[src/rtl/alnnq_pkg.sv]
`default_nettype none

package alnnq_pkg;

  localparam int MAX_POINTS = 64;
  localparam int IDX_W      = $clog2(MAX_POINTS);
  localparam int CNT_W      = $clog2(MAX_POINTS + 1);
  localparam int COORD_W    = 24;
  localparam int DIFF_W     = COORD_W + 1;
  localparam int SQ_W       = 2 * COORD_W + 1;
  localparam int DIST_W     = SQ_W + 1;
  localparam int QUAD_W     = 3;
  localparam int CMDQ_DEPTH = 4;
  localparam int CMDQ_PTR_W = $clog2(CMDQ_DEPTH);
  localparam int CMDQ_CNT_W = $clog2(CMDQ_DEPTH + 1);

  localparam logic [QUAD_W-1:0] QUAD_LO_LO = 3'd0;
  localparam logic [QUAD_W-1:0] QUAD_LO_HI = 3'd1;
  localparam logic [QUAD_W-1:0] QUAD_HI_LO = 3'd2;
  localparam logic [QUAD_W-1:0] QUAD_HI_HI = 3'd3;
  localparam logic [QUAD_W-1:0] QUAD_NONE  = 3'd4;

  typedef struct packed {
    logic signed [COORD_W-1:0] x_pos;
    logic signed [COORD_W-1:0] y_pos;
    logic                      present;
    logic                      last_point;
  } in_t;

  typedef struct packed {
    logic [IDX_W-1:0]  point_index;
    logic [IDX_W-1:0]  neighbor_index;
    logic              found;
    logic [QUAD_W-1:0] quadrant;
    logic              overflowed;
    logic              last_result;
  } out_t;

  // One command per accepted input transaction: an optional store and an optional run.
  typedef struct packed {
    logic                      wr;
    logic [IDX_W-1:0]          idx;
    logic signed [COORD_W-1:0] x;
    logic signed [COORD_W-1:0] y;
    logic                      present;
    logic                      run;
    logic [CNT_W-1:0]          n;
    logic                      ovf;
  } cmd_t;

  typedef struct packed {
    logic signed [COORD_W-1:0] x;
    logic signed [COORD_W-1:0] y;
    logic                      present;
  } pt_t;

endpackage

`default_nettype wire

[src/rtl/alnnq_cmdq.sv]
`default_nettype none

module alnnq_cmdq
  import alnnq_pkg::*;
(
  input  wire logic clk,
  input  wire logic rst_n,
  input  wire logic push,
  input  wire cmd_t wdata,
  output logic      full,
  input  wire logic pop,
  output cmd_t      rdata,
  output logic      empty
);

  cmd_t                  slot_r [CMDQ_DEPTH];
  logic [CMDQ_PTR_W-1:0] wr_ptr_r;
  logic [CMDQ_PTR_W-1:0] rd_ptr_r;
  logic [CMDQ_CNT_W-1:0] count_r;
  logic                  do_push;
  logic                  do_pop;

  assign full    = (count_r == CMDQ_CNT_W'(CMDQ_DEPTH));
  assign empty   = (count_r == '0);
  assign rdata   = slot_r[rd_ptr_r];
  assign do_push = push && !full;
  assign do_pop  = pop && !empty;

  always_ff @(posedge clk) begin
    if (do_push) begin
      slot_r[wr_ptr_r] <= wdata;
    end
  end

  always_ff @(posedge clk) begin
    if (!rst_n) begin
      wr_ptr_r <= '0;
      rd_ptr_r <= '0;
      count_r  <= '0;
    end else begin
      if (do_push) begin
        wr_ptr_r <= wr_ptr_r + CMDQ_PTR_W'(1);
      end
      if (do_pop) begin
        rd_ptr_r <= rd_ptr_r + CMDQ_PTR_W'(1);
      end
      if (do_push && !do_pop) begin
        count_r <= count_r + CMDQ_CNT_W'(1);
      end else if (do_pop && !do_push) begin
        count_r <= count_r - CMDQ_CNT_W'(1);
      end
    end
  end

endmodule

`default_nettype wire

[config.mk]
export PLATFORM = sky130hd
export DESIGN_NAME = alnnq_cmdq
export DESIGN_NICKNAME = d
export VERILOG_FILES = /design/src/rtl/alnnq_pkg.sv /design/src/rtl/alnnq_cmdq.sv
export SDC_FILE = /design/constraint.sdc
export NUM_CORES = 1
export LEC_CHECK = 0
export BUFFER_PORTS_ARGS = -buffer_cell sky130_fd_sc_hd__buf_2
export CORE_ASPECT_RATIO = 0.5
export CORE_MARGIN = 3
export CORE_UTILIZATION = 60
export DETAILED_ROUTE_END_ITERATION = 10
export PLACE_DENSITY = 0.91
export SLEW_MARGIN = 15
export SYNTH_ARGS = -nofsm -noshare
export SYNTH_HDL_FRONTEND = slang
export SYNTH_SLANG_ARGS = --single-unit
[constraint.sdc]
create_clock -name clk -period 5.5 [get_ports clk]
set_clock_uncertainty 0.2 [all_clocks]
set_input_delay 1.1 -clock clk [delete_from_list [all_inputs] [get_ports clk]]
set_output_delay 1.1 -clock clk [all_outputs]
set_load 0.02 [all_outputs]
* Word-level counts from Yosys, hierarchy flattened
Memories as Yosys holds them, arrays and structs flattened. A register that Yosys moved wholly into a read port is not among the register bits. Cells that the tools add are included.
Storage, ports and cells: flip-flop bits (word level) 7, RAM bits 260, logic and storage cells 25, memories 1
Memories:
- slot_r | depth 4, width 65, read ports 1, clocked after memory_dff 1, write ports 1, line alnnq_cmdq.sv:16 | cmd_t slot_r [CMDQ_DEPTH];
Cells by class: add/sub/neg operators 4, equal/unequal tests 1, muxes and demuxes 6, reductions and logical operators 10
Operator list (number):
- $mux W3 | 2
- $add A2 B1 Y2 const B | 2
- $logic_and A1 B1 Y1 | 4
- $logic_not A1 Y1 | 4
- $mux W2 | 2
- $add A3 B1 Y3 const B | 1
- $eq A3 B3 Y1 const B | 1
- $logic_not A3 Y1 | 1
- $sub A3 B1 Y3 const B | 1
- $mux W1 | 2
- $reduce_bool A2 Y1 | 1

* Logic depth before layout (Yosys ltp)
word-level depth 7, gate-level depth with buffers 9, gate-level depth less buffers 8

* Worst setup path after synthesis
Ideal clock, no wire load.
kind input to register, from in push, to mem slot_r[0][0] in the netlist's numbering (enable), library setup time 0.430 ns, data arrival time 2.918 ns, required time 4.870 ns, path slack 1.952 ns, cell stages on the path 3, cells stage by stage nor2b_1 > buf_2 > and2_1
Between the ends: cells in the longest elaborated chain, start to end 3
RTL lines:
- start, declared | line alnnq_cmdq.sv:8 | input wire logic push,
- $logic_and A1 B1 Y1 | line alnnq_cmdq.sv:26 | assign do_push = push && !full;
- via do_push | line alnnq_cmdq.sv:20 | logic do_push;
- $mux W1 | line alnnq_cmdq.sv:30 | if (do_push) begin
- $mux W1 (not written as such) | line alnnq_cmdq.sv:31 | slot_r[wr_ptr_r] <= wdata;
- end, declared | line alnnq_cmdq.sv:16
The timed path passes the listed nets, and every way through them passes these cells.

==> flow_metrics.py <==
metrics = {
    "placement": {
        "dp_cells": 729,
        "dp_hpwl_um": 10000,
        "postPlaceCellArea_um2": 10700,
        "place_congestion": 0.674,
        "port_buffers": 135,
        "dp_worst_setup_slack_ns": 2.05,
    },
    "die": {
        "ios": 136,
        "core_area_um2": 15800,
        "rows": 32,
        "dieArea_um2": 18200,
        "dieHeight_um": 96.9,
        "die_x_um": 188,
        "start_util": 0.628,
    },
    "global_route": {
        "grt_max_degree": 66,
        "gr-total-overflow": 0,
        "grt_pass1_wl_um": 28600,
        "first_global_vias": 4668,
        "antenna_found_initial": 3,
        "grt_util_all_layers": 0.207,
    },
    "sta": {
        "worst_slew_pin_slew_ns": 1.03,
        "period_minus_slack_ns": 3.90,
        "final.setup.worst_slack_ns": 1.60,
        "fmax_ghz": 0.256,
        "finalSetupViolCount": 0,
        "rsz0062_at_grt": "no",
        "holdWs_ns": 0.310,
        "hold_viol": 0,
        "slew_violations": 0,
        "setup_tns_ns": 0,
        "slew_headroom": 0.313,
        "min_period_over_period": 0.710,
    },
    "drt": {
        "wirelength_um": 18100,
        "via_per_inst": 5.80,
        "vias": 4452,
        "drt-initial-drc-count": 325,
        "drt_pass1_iterations": 5,
        "post-route-drc-count": 0,
        "wire_per_inst_um": 23.6,
        "ant_nets": 0,
    },
    "layout": {
        "drive_gt1_frac": 0.435,
        "fin_util": 0.726,
        "area_growth_syn_to_layout_pct": 15.6,
        "fill_cells": 916,
        "antennaDiodeCount": 0,
        "fin_nets": 608,
        "fin_area_um2": 11500,
        "instances_no_fill": 768,
    },
    "clock_network": {
        "cts_setup_buffers": 0,
        "cts_tree": "yes",
        "root_buffer": "clkbuf_16",
        "clkSinkCount": 269,
        "path_clk_slew_ns": 0.06,
        "cts_resized": 0,
        "max-clock-path-buffers": 3,
        "cts_buffers": 23,
        "htreeDepth": 1,
        "clock_latency_ns": 0.52,
        "cts.hold.buffers_added": 0,
    },
    "logic_synthesis": {
        "syn_area_um2": 9910,
        "yosys_warnings": 0,
        "yosys_register_bits": 269,
        "avgSynthCellArea_um2": 25.6,
        "synth_cells": 387,
        "synthDistinctLibCells": 24,
        "syn_nets": 462,
        "yosysSeqAreaShare": 0.806,
    },
    "job": {
        "max_cap_viol_count": 0,
    },
    "pwr": {
        "power_mw": 5.55,
        "p_leak_nw": 3.83,
        "powerDensity_nw_per_um2": 484,
        "vdd_drop_max_mv": 0.317,
    },
    "setup_path": {
        "setup.worst_path.start_class": "flop",
        "path_buf_inv": 2,
        "cp_cell_sequence": "buf_4 -> mux4_2 -> buf_2",
        "critPathKind": "flop to primary output",
        "end_kind": "primary output",
        "crit_slowest_cell": "dfxtp_4",
        "cpPeakStageDelay_ns": 0.73,
        "r2r_slack_ns": 2.81,
        "path_max_fanout": 30,
        "crit_required_ns": 4.20,
        "crit_family": "buffers and inverters",
        "crit_arrival_ns": 2.60,
    },
    "status": {
        "status": "completed",
    },
    "worst_hold_path": {
        "hp-class": "flop to flop",
    },
}
[cell families after synthesis]
logic type / Yosys count / synth area share
DFF: 269 / 0.806
adders and majority gates: 6 / 0.00834
AOI/OAI and AO/OA: 4 / 0.00341
and+or+nand+nor: 17 / 0.0102
xor gates and xnor gates: 4 / 0.00354
muxes: 68 / 0.151
buffers and inverters: 19 / 0.0174
[cells in the mapped netlist]
cell type,number,share of area
a21boi_0,1,0.00076
and2_1,8,0.0051
buf_12,5,0.010
buf_2,7,0.0035
buf_4,1,0.00076
buf_6,1,0.0011
clkbuf_1,2,0.00076
dfxtp_1,9,0.018
edfxtp_1,260,0.79
fa_1,1,0.0020
ha_1,5,0.0063
inv_1,3,0.0011
mux2i_1,3,0.0030
mux4_2,65,0.15
nand2_1,4,0.0015
nor2b_1,2,0.0013
nor3_1,1,0.00050
nor3b_2,1,0.0013
o21ai_0,1,0.00050
o311ai_1,1,0.00088
o31ai_2,1,0.0013
or3_1,1,0.00063
xnor2_1,3,0.0027
xor2_1,1,0.00088
[report_power, final]
part	leakage, nW	internal [mW]	total, mW	switching (mW)
Sequential	2.46	2.50	2.66	0.160
Combinational	1.02	0.583	1.31	0.725
Clock	0.350	0.905	1.58	0.679
Total	3.83	3.98	5.55	1.56
[sequential cells by signal, summed over array words and instances (netlist names), named ones only]
name,flops
count_r,3
wr_ptr_r,2
slot_r,260
rd_ptr_r,2
[area by class of cell]
cell class	instances	area, um^2	share of cell area
Tap cell	221	277	0.0241
Clock buffer	27	591	0.0516
Clock inverter	12	130	0.0114
Multi-Input combinational cell	99	1760	0.153
Inverter	3	11.3	0.000983
Timing Repair Buffer	137	691	0.0603
Sequential cell	269	8000	0.698
[tightest hold or removal path: cells and delay by family, from the launching register on]
kind          cells  cell delay [ns]
flops             1             0.34
simple gates      1             0.07
mux               1             0.05
[worst paths after layout]
| kind | start | end | cells after the start |
|---|---|---|---|
| setup / recovery | flop | rdata[1] | 3 |
| hold / removal | wr_ptr_r[1]$_SDFFE_PN0P_ | wr_ptr_r[1]$_SDFFE_PN0P_ | 2 |
| setup reg to reg | count_r[0]$_SDFFE_PN0P_ | count_r[2]$_SDFFE_PN0P_ | 8 |
| hold reg to reg | wr_ptr_r[1]$_SDFFE_PN0P_ | wr_ptr_r[1]$_SDFFE_PN0P_ | 2 |
[layer usage]
metal | share of wire | wire [um] | track usage
met1 | 0.39 | 7050 | 0.284
met2 | 0.52 | 9380 | 0.346
met3 | 0.068 | 1240 | 0.0449
met4 | 0.022 | 399 | 0.0513
met5 | 0.0021 | 38 | 0
[cell usage in the layout, fill, tap and decap left out, drive strengths merged]
cell type    n
nand2        4
mux2i        3
inv          4
a21boi       1
bufinv       3
nor3b        1
nor2b        2
edfxtp     260
fa           1
and2         8
nor3         1
ha           5
or3          1
xnor2        3
clkinv       8
clkbuf      27
xor2         1
o21ai        1
mux4        65
dfxtp        9
buf        137
o31ai        1
o311ai       1
Note: power is estimated with default switching activity, not from simulation.
