**src/rtl/alnnq_pkg.sv**
```systemverilog
`default_nettype none

package alnnq_pkg;

  localparam int MAX_POINTS = 64;
  localparam int IDX_W      = $clog2(MAX_POINTS);
  localparam int CNT_W      = $clog2(MAX_POINTS + 1);
  localparam int COORD_W    = 24;
  localparam int DIFF_W     = COORD_W + 1;
  localparam int SQ_W       = 2 * COORD_W + 1;
  localparam int DIST_W     = SQ_W + 1;
  localparam int QUAD_W     = 3;
  localparam int CMDQ_DEPTH = 4;
  localparam int CMDQ_PTR_W = $clog2(CMDQ_DEPTH);
  localparam int CMDQ_CNT_W = $clog2(CMDQ_DEPTH + 1);

  localparam logic [QUAD_W-1:0] QUAD_LO_LO = 3'd0;
  localparam logic [QUAD_W-1:0] QUAD_LO_HI = 3'd1;
  localparam logic [QUAD_W-1:0] QUAD_HI_LO = 3'd2;
  localparam logic [QUAD_W-1:0] QUAD_HI_HI = 3'd3;
  localparam logic [QUAD_W-1:0] QUAD_NONE  = 3'd4;

  typedef struct packed {
    logic signed [COORD_W-1:0] x_pos;
    logic signed [COORD_W-1:0] y_pos;
    logic                      present;
    logic                      last_point;
  } in_t;

  typedef struct packed {
    logic [IDX_W-1:0]  point_index;
    logic [IDX_W-1:0]  neighbor_index;
    logic              found;
    logic [QUAD_W-1:0] quadrant;
    logic              overflowed;
    logic              last_result;
  } out_t;

  // One command per accepted input transaction: an optional store and an optional run.
  typedef struct packed {
    logic                      wr;
    logic [IDX_W-1:0]          idx;
    logic signed [COORD_W-1:0] x;
    logic signed [COORD_W-1:0] y;
    logic                      present;
    logic                      run;
    logic [CNT_W-1:0]          n;
    logic                      ovf;
  } cmd_t;

  typedef struct packed {
    logic signed [COORD_W-1:0] x;
    logic signed [COORD_W-1:0] y;
    logic                      present;
  } pt_t;

endpackage

`default_nettype wire

```
**src/rtl/alnnq_front.sv**
```systemverilog
`default_nettype none

module alnnq_front
  import alnnq_pkg::*;
(
  input  wire logic clk,
  input  wire logic rst_n,
  input  wire logic in_push,
  output logic      in_full,
  input  wire in_t  in_data,
  input  wire logic q_full,
  output logic      q_push,
  output cmd_t      q_data
);

  logic [CNT_W-1:0] count_r;
  logic             ovf_r;
  logic             fits;

  assign in_full = q_full;
  assign q_push  = in_push && !q_full;
  assign fits    = (count_r < CNT_W'(MAX_POINTS));

  always_comb begin
    q_data         = '0;
    q_data.wr      = fits;
    q_data.idx     = count_r[IDX_W-1:0];
    q_data.x       = in_data.x_pos;
    q_data.y       = in_data.y_pos;
    q_data.present = in_data.present;
    q_data.run     = in_data.last_point;
    q_data.n       = fits ? count_r + CNT_W'(1) : count_r;
    q_data.ovf     = ovf_r || !fits;
  end

  always_ff @(posedge clk) begin
    if (!rst_n) begin
      count_r <= '0;
      ovf_r   <= 1'b0;
    end else if (q_push) begin
      if (in_data.last_point) begin
        count_r <= '0;
        ovf_r   <= 1'b0;
      end else begin
        count_r <= fits ? count_r + CNT_W'(1) : count_r;
        ovf_r   <= ovf_r || !fits;
      end
    end
  end

endmodule

`default_nettype wire

```
**config.mk**
```make
export PLATFORM = sky130hd
export DESIGN_NAME = alnnq_front
export DESIGN_NICKNAME = d
export VERILOG_FILES = /design/src/rtl/alnnq_pkg.sv /design/src/rtl/alnnq_front.sv
export SDC_FILE = /design/constraint.sdc
export NUM_CORES = 1
export LEC_CHECK = 0
export BUFFER_PORTS_ARGS = -buffer_cell sky130_fd_sc_hd__buf_2
export CORE_MARGIN = 10
export CORE_UTILIZATION = 31
export CTS_BUF_LIST = sky130_fd_sc_hd__clkbuf_8 sky130_fd_sc_hd__clkbuf_16
export CTS_CLUSTER_SIZE = 20
export DETAILED_ROUTE_END_ITERATION = 10
export PLACE_DENSITY_LB_ADDON = 0.05
export SLEW_MARGIN = 15
export SYNTH_ARGS = -nofsm -noshare
export SYNTH_HDL_FRONTEND = slang
export SYNTH_SLANG_ARGS = --single-unit
```
**constraint.sdc**
```tcl
create_clock -name clk -period 1.6 [get_ports clk]
set_input_delay 0.16 -clock clk [delete_from_list [all_inputs] [get_ports clk]]
set_output_delay 0.16 -clock clk [all_outputs]
set_load 0.005 [all_outputs]
```
# ---- Yosys cells after proc, flatten, opt, wreduce, memory -nomap -nowiden
# Index checks and enable logic that the tools add are counted.
# W data, S select, Z words.
dict set report classes {
  add_sub_neg 1
  reduce_logical 4
  muxes 3
  magnitude_cmp 1
}
# op n
set op_table {}
lappend op_table {{$mux W7} 2}
lappend op_table {{$add A7 B1 Y7 const B} 1}
lappend op_table {{$lt A7 B7 Y1 const B} 1}
lappend op_table {{$logic_not A1 Y1} 2}
lappend op_table {{$logic_and A1 B1 Y1} 1}
lappend op_table {{$logic_or A1 B1 Y1} 1}
lappend op_table {{$mux W1} 1}
dict set report word_totals {
  regBits 8
  input_bits 54
}

# ---- Longest topological paths before layout
# Gate-level depths: netlist of the first run.
dict set report depth {
  depth_word 4
  ltp_mapped 6
}

# ---- Worst setup path before layout of the first run
# Ideal clock, no wire load.
dict set report synth_path {
  path_type {reg2reg}
  start {register count_r[2]}
  end {register count_r[5]}
  period_less_slack_ps 1323
  arrival_ps 1253
  path_stages_with_launch 6
  slack_ps 277
  path_cell_list {dfxtp_1 -> and4b_1 -> buf_6 -> nand2_4 -> or4_1 -> a21boi_1}
}
dict set report synth_via {
  elab_chain_cells 3
  elab_cells_between_ends 4
}
# element line_no
set synth_rtl {}
lappend synth_rtl {{start: declaration} alnnq_front.sv:16} ;# logic [CNT_W-1:0] count_r;
lappend synth_rtl {{start signal: assignment} alnnq_front.sv:45} ;# count_r <= fits ? count_r + CNT_W'(1) : count_r;
lappend synth_rtl {{$add A7 B1 Y7 or $lt A7 B7 Y1 (tied branches)} {alnnq_front.sv:45, alnnq_front.sv:22}}
lappend synth_rtl {{$mux W7 (*)} alnnq_front.sv:45}
lappend synth_rtl {{$mux W7 (*)} alnnq_front.sv:41} ;# if (in_data.last_point) begin
# Every way passes the cells marked *; elsewhere a longest branch is shown, timed or not.
# A chain may end at the register's enable or synchronous reset.

==> flow_summary.yaml, run 1 <==
clock_network:
  cts_made_buffers: 3
  cts.sinks: 8
  cts_root_buffer: "clkbuf_8"
  cts.path.max_buffers: 2
  h-tree-depth: 1
  cts_setup_buffers: 0
  clk_latency_ns: 0.24
  clk_pin_slew_ns: 0.05
  tritoncts: "built"
min_path:
  hold_end: "count_r[3]$_SDFFE_PN0P_"
  min-delay-start: "rst_n"
  hold_depth: 3
  hp-class: "input port to register"
status:
  status: "finished clean"
power:
  irDropWorstVdd_mv: 0.2166
  power_leakage_nw: 0.3631
  switching_power_mw: 0.1180
  p_int_mw: 0.3836
  p_per_area_nw_per_um2: 735.6
  p_clk_share_pct: 51.6
  switching_share_pct: 23.53
  seqPwrFrac_pct: 40.5
  power_frac_comb_pct: 7.9
synthesis:
  netlist_instances: 108
  synth_top_family_by_area: "buffers and inverters"
  synth_top_area_share_pct: 48.47
  synth_adder_area_share_pct: 1.393
  avgSynthCellArea_sq_um: 8.318
  ys_warn_count: 0
  synth-main-ff-cell: "dfxtp_1"
  synth_nets: 163
  yosysUniqueCellTypes: 31
  muxShareOfSynthArea_pct: 1.253
  synth_compound_area_share_pct: 9.471
  async_flop_share_pct: 0
  syn_area_sq_um: 898.4
  ys_seq_area_share_pct: 17.83
  yosys.area.top_type: "buf_4"
  yosysMostFrequentCell: "buf_4"
  ys_ff_latch: 8
  yosys-top-cells-area: "buf_4 (48%), dfxtp_1 (18%), xnor2_1 (3.9%)"
  synth-simple-area-share_pct: 13.79
  synth-xor-area-share_pct: 4.875
  synth_common_cells: "buf_4 (58), dfxtp_1 (8), nor2b_1 (4), xnor2_1 (4), a22oi_1 (3)"
  synth_edf_count: 0
floorplan:
  rows: 19
  ios: 121
  dieHeight_um: 73.83
  start_util_pct: 32.58
  die_w_um: 73.83
  dieArea_sq_um: 5451
  core_area_sq_um: 2758
sta:
  min_period_over_period_pct: 93.17
  skew_ns: 0.006828
  fin_setup_tns_ns: 0
  fmax_mhz: 670.8
  tightest_slew_ns: 0.4132
  rsz0062_at_grt: "no"
  slew_violations: 0
  setup_viol: 0
  layout_min_cycle_time_ns: 1.491
  slew_headroom_pct: 72.35
  hold_viol: 0
worst_setup_path:
  crit_fanout: 5
  ff2ff_setup_slack_ns: 0.29
  slowest_delay_ns: 0.39
  worst_setup_path_end_kind: "output pin"
  crit_cells: 4
  path_delay_family: "flip-flops"
  r2r_cells: 4
  crit_path_start_kind: "register"
  r2r_end: "count_r[5]$_SDFFE_PN0P_"
  crit_slowest_cell: "dfxtp_1"
  path_class: "register to output pin"
  worst_ep_required_time_ns: 1.44
  crit_buf_inv: 2
  r2r-start: "count_r[1]$_SDFFE_PN0P_"
  cp.arrival_ns: 1.33
  crit_chain: "and4b_1 -> buf_4 -> xor2_1 -> buf_2"
placement:
  dp_cells: 105
  hpwl_um: 1620
  place.gp.congestion: 0.6804
  io_buffers: 22
cells_and_area:
  nNetsFinal: 134
  fin_util_pct: 24.73
  multiInputGateArea_sq_um: 286.5
  diodes: 0
  drive_above_1_share_pct: 48.05
  fin_cells: 108
  syn2layout_area_growth_pct: -24.09
  fillers: 321
  ff_latch_area_sq_um: 160.2
drt:
  firstDrtPassIters: 4
  vias: 503
  drt_iter0_drc: 32
  avgRoutedWirePerCell_um: 18.45
  viasPerCell: 4.657
  postRouteAntennaNets: 0
  remaining_drc_errors: 0
  wl_um: 1993
grt:
  grt_use_total_pct: 7.505
  grt_start_max_net_pins: 11
  grt-ovfl-total: 0
  grt_pass1_wl_um: 3146
  antenna_found_initial: 0
  grt_pass1_vias: 569
run:
  drv_cap: 0
[layer usage]
layer  GRT usage, %  up-vias  wire length [um]
met2          11.36       29               903
met5              0        -                 0
met1          6.870      226               700
li1               -      235                 -
met3          4.038       13               314
met4          7.660        0                74
[sequential cells by signal, indices dropped and copies added (netlist names)]
signal,count
count_r,7
ovf_r,1
[worst register-to-register path, cell delays in order (launching register included)]
cell and delay (ns):
dfxtp_1 0.39, and4b_1 0.28, nand2_4 0.06, or4_1 0.39
a21boi_1 0.12
[placed cells by master, fill, tap and decap left out, drive strengths merged, types with 2 or more instances in the layout]
cell	n
nor2b	4
a22oi	3
clkbuf	3
xnor2	4
buf	27
o21ai	2
nand2	3
nand2b	2
nor2	2
inv	2
dfxtp	8
[power groups by stage]
stage | sequential [mW] | combinational [mW] | clock (mW)
final | 0.203 | 0.0396 | 0.259
after global routing | 0.203 | 0.0455 | 0.274
after CTS | 0.203 | 0.0405 | 0.264
after detailed placement | 0.207 | 0.0405 | 0
after global placement | 0.207 | 0.0416 | 0
after floorplan | 0.207 | 0.124 | 0
[cell type report]
cell class / count / area share [%]
clock buffer: 3 / 6.055
sequential: 8 / 23.49
inverter: 2 / 1.101
tap: 31 / 5.688
timing repair buffer: 27 / 21.65
multi-input combinational: 37 / 42.02
[kinds of logic after synthesis]
family / after synthesis
xor+xnor: 5
mux: 1
compound gates: 11
fa+ha+maj: 1
simple gates: 19
buf+inv: 63
flops: 8
[what timing repair did]
| item | CTS | global route |
|---|---|---|
| setup endpoints to repair | 0 | 1 |
| resized for setup | 0 | 2 |
| hold buffers | 0 | 0 |
[metrics by stage]
| stage | power, mW | area (sq um) | hold WS, ns | setup WS, ns |
|---|---|---|---|---|
| 2_1_floorplan | 0.3303 | 898.4 | 0.3397 | 0.2768 |
| 3_5_place_dp | 0.2473 | 630.6 | 0.3200 | 0.2954 |
| 4_1_cts | 0.5077 | 671.9 | 0.2716 | 0.1003 |
| 3_3_place_gp | 0.2483 | 630.6 | 0.3200 | 0.3055 |
| 5_1_grt | 0.5224 | 681.9 | 0.2982 | 0.008780 |
| 6_report | 0.5016 | 681.9 | 0.2766 | 0.1093 |
[worst max path at each step]
stage | start | to | slack, ns
after CTS | count_r[1]$_SDFFE_PN0P_ | q_data[5] | 0.10
after floorplan | count_r[2]$_SDFFE_PN0P_ | count_r[5]$_SDFFE_PN0P_ | 0.28
after global placement | count_r[0]$_SDFFE_PN0P_ | count_r[5]$_SDFFE_PN0P_ | 0.31
final | count_r[1]$_SDFFE_PN0P_ | q_data[4] | 0.11
after detailed placement | count_r[1]$_SDFFE_PN0P_ | count_r[5]$_SDFFE_PN0P_ | 0.30
after global routing | count_r[0]$_SDFFE_PN0P_ | q_data[4] | 0.009
(Power assumes the default switching activity.)
==> inputs of run 2 (changes only) <==
--- a/config.mk
+++ b/config.mk
@@ -11,7 +11,8 @@
 export CTS_BUF_LIST = sky130_fd_sc_hd__clkbuf_8 sky130_fd_sc_hd__clkbuf_16
 export CTS_CLUSTER_SIZE = 20
 export DETAILED_ROUTE_END_ITERATION = 10
-export PLACE_DENSITY_LB_ADDON = 0.05
+export PLACE_DENSITY = 0.79
+export SETUP_SLACK_MARGIN = 0.1
 export SLEW_MARGIN = 15
 export SYNTH_ARGS = -nofsm -noshare
 export SYNTH_HDL_FRONTEND = slang
==> flow_summary.yaml, run 2 (synthesized netlist as in run 1, its figures left out) <==
status:
  status: "finished clean"
drt:
  avgRoutedWirePerCell_um: 17.75
  viasPerCell: 4.962
  vias: 521
  firstDrtPassIters: 5
  postRouteAntennaNets: 0
  remaining_drc_errors: 0
  drt_iter0_drc: 32
  wl_um: 1864
cells_and_area:
  mostFrequentLayoutCell: "buf_2"
  regMostFlops: "count_r"
  diodes: 0
  syn2layout_area_growth_pct: -24.51
  final_cell_mix: "buf_2 (22), nor2b_1 (4), dfxtp_1 (4)"
  drive_above_1_share_pct: 52.70
  reg_top3: "count_r: 7 flops, ovf_r: 1 flops"
  nNetsFinal: 131
  fin_cells: 105
  largest_register_ffs: 7
clock_network:
  cts.sinks: 8
  cts.path.max_buffers: 2
  tritoncts: "built"
  cts_root_buffer: "clkbuf_8"
  cts_made_buffers: 3
  clk_latency_ns: 0.23
  h-tree-depth: 1
  clk_pin_slew_ns: 0.04
sta:
  tightest_slew_ns: 0.3828
  layout_min_cycle_time_ns: 1.406
  skew_ns: 0.003102
  slew_violations: 0
  fin_setup_tns_ns: 0
  worst_hold_slack_ns: 0.2681
  hold_viol: 0
  min_period_over_period_pct: 87.88
  rsz0062_at_grt: "no"
  fmax_mhz: 711.2
  slew_headroom_pct: 74.48
  setup_viol: 0
worst_setup_path:
  endpoint: "q_data[6]"
  r2r-start: "count_r[6]$_SDFFE_PN0P_"
  crit_chain: "and4b_2 -> nand2_4 -> xnor2_1 -> buf_2"
  crit_slowest_cell: "and4b_2"
  cp.arrival_ns: 1.25
  crit_cells: 4
  crit_path_start: "count_r[6]$_SDFFE_PN0P_"
  worst_setup_path_end_kind: "output pin"
  r2r_end: "count_r[5]$_SDFFE_PN0P_"
  crit_buf_inv: 1
  worst_ep_required_time_ns: 1.44
  ff2ff_setup_slack_ns: 0.25
  path_delay_family: "simple AND/OR/NAND/NOR gates"
  r2r_cells: 4
  crit_path_start_kind: "register"
  slowest_delay_ns: 0.36
  crit_fanout: 7
  path_class: "register to output pin"
floorplan:
  start_util_pct: 32.58
  dieHeight_um: 73.83
  ios: 121
  die_w_um: 73.83
  dieArea_sq_um: 5451
  core_area_sq_um: 2758
  rows: 19
grt:
  grt_start_max_net_pins: 11
  antenna_found_initial: 0
  grt_pass1_wl_um: 2870
  grt-ovfl-total: 0
  grt_use_total_pct: 6.930
  grt_pass1_vias: 531
min_path:
  hp-class: "input port to register"
placement:
  dp_cells: 100
  hpwl_um: 1453
  io_buffers: 22
  place.gp.congestion: 0.8045
run:
  drv_cap: 0
power:
  p_per_area_nw_per_um2: 714.5
  power_leakage_nw: 0.3496
  irDropWorstVdd_mv: 0.5000
[run 2: cell types whose count changed in the layout (fill, tap and decap cells not counted)]
cell,delta
and4b_1,-1
and4b_2,+1
buf_4,-3
dfxtp_1,-4
dfxtp_2,+3
dfxtp_4,+1
ha_2,-1
ha_4,+1
[run 2: layer usage]
| metal | GRT usage [%] | vias to the layer above | share of wire [%] |
|---|---|---|---|
| met3 | 7.268 | 28 | 24 |
| met5 | 0 | - | 0 |
| li1 | - | 226 | - |
| met4 | 5.797 | 0 | 4.9 |
| met2 | 9.375 | 36 | 39 |
| met1 | 5.712 | 231 | 32 |
[run 2: power by group]
| part | internal, mW | switching [mW] |
|---|---|---|
| Combinational | 0.0169 | 0.0213 |
| Clock | 0.163 | 0.0798 |
| Sequential | 0.201 | 0.00261 |
[run 2: worst min path at each step]
stage | slack [ns] | to | cells past startpoint | from
after floorplan | 0.34 | count_r[5]$_SDFFE_PN0P_ | 2 | in_data[0]
after global placement | 0.32 | q_data[22] | 0 | in_data[14]
after detailed placement | 0.32 | q_data[22] | 0 | in_data[14]
after CTS | 0.26 | count_r[3]$_SDFFE_PN0P_ | 3 | rst_n
after global routing | 0.27 | count_r[0]$_SDFFE_PN0P_ | 2 | rst_n
final | 0.27 | count_r[3]$_SDFFE_PN0P_ | 3 | rst_n
[run 2: worst min-delay path, stage by stage]
cell and delay, ns:
buf_2 0.16, nand3_1 0.09, nand2_1 0.04
[run 2: cell type report]
cell class	instances	area, sq um
fill	308	2079
multi-input combinational	37	297.8
sequential	8	167.7
timing repair buffer	24	125.1
clock buffer	3	41.29
tap	31	38.79
inverter	2	7.507
[run 2: what timing repair did]
item,in CTS,in global routing
pin swaps,1,3
resized for setup,4,5
setup endpoints to repair,2,3
hold buffers,0,0
setup buffers,0,2
[run 2: per-stage QoR]
step / power (mW) / instance area [sq um] / util [%] / setup WS (ns)
final: 0.4845 / 678.2 / 24.59 / 0.1939
after CTS: 0.4893 / 640.6 / 23.23 / 0.1183
after floorplan: 0.3303 / 898.4 / - / 0.2768
after detailed placement: 0.2442 / 593.1 / 21.51 / 0.1532
after global routing: 0.5157 / 678.2 / 24.59 / 0.1225
after global placement: 0.2435 / 593.1 / 21.51 / 0.2152
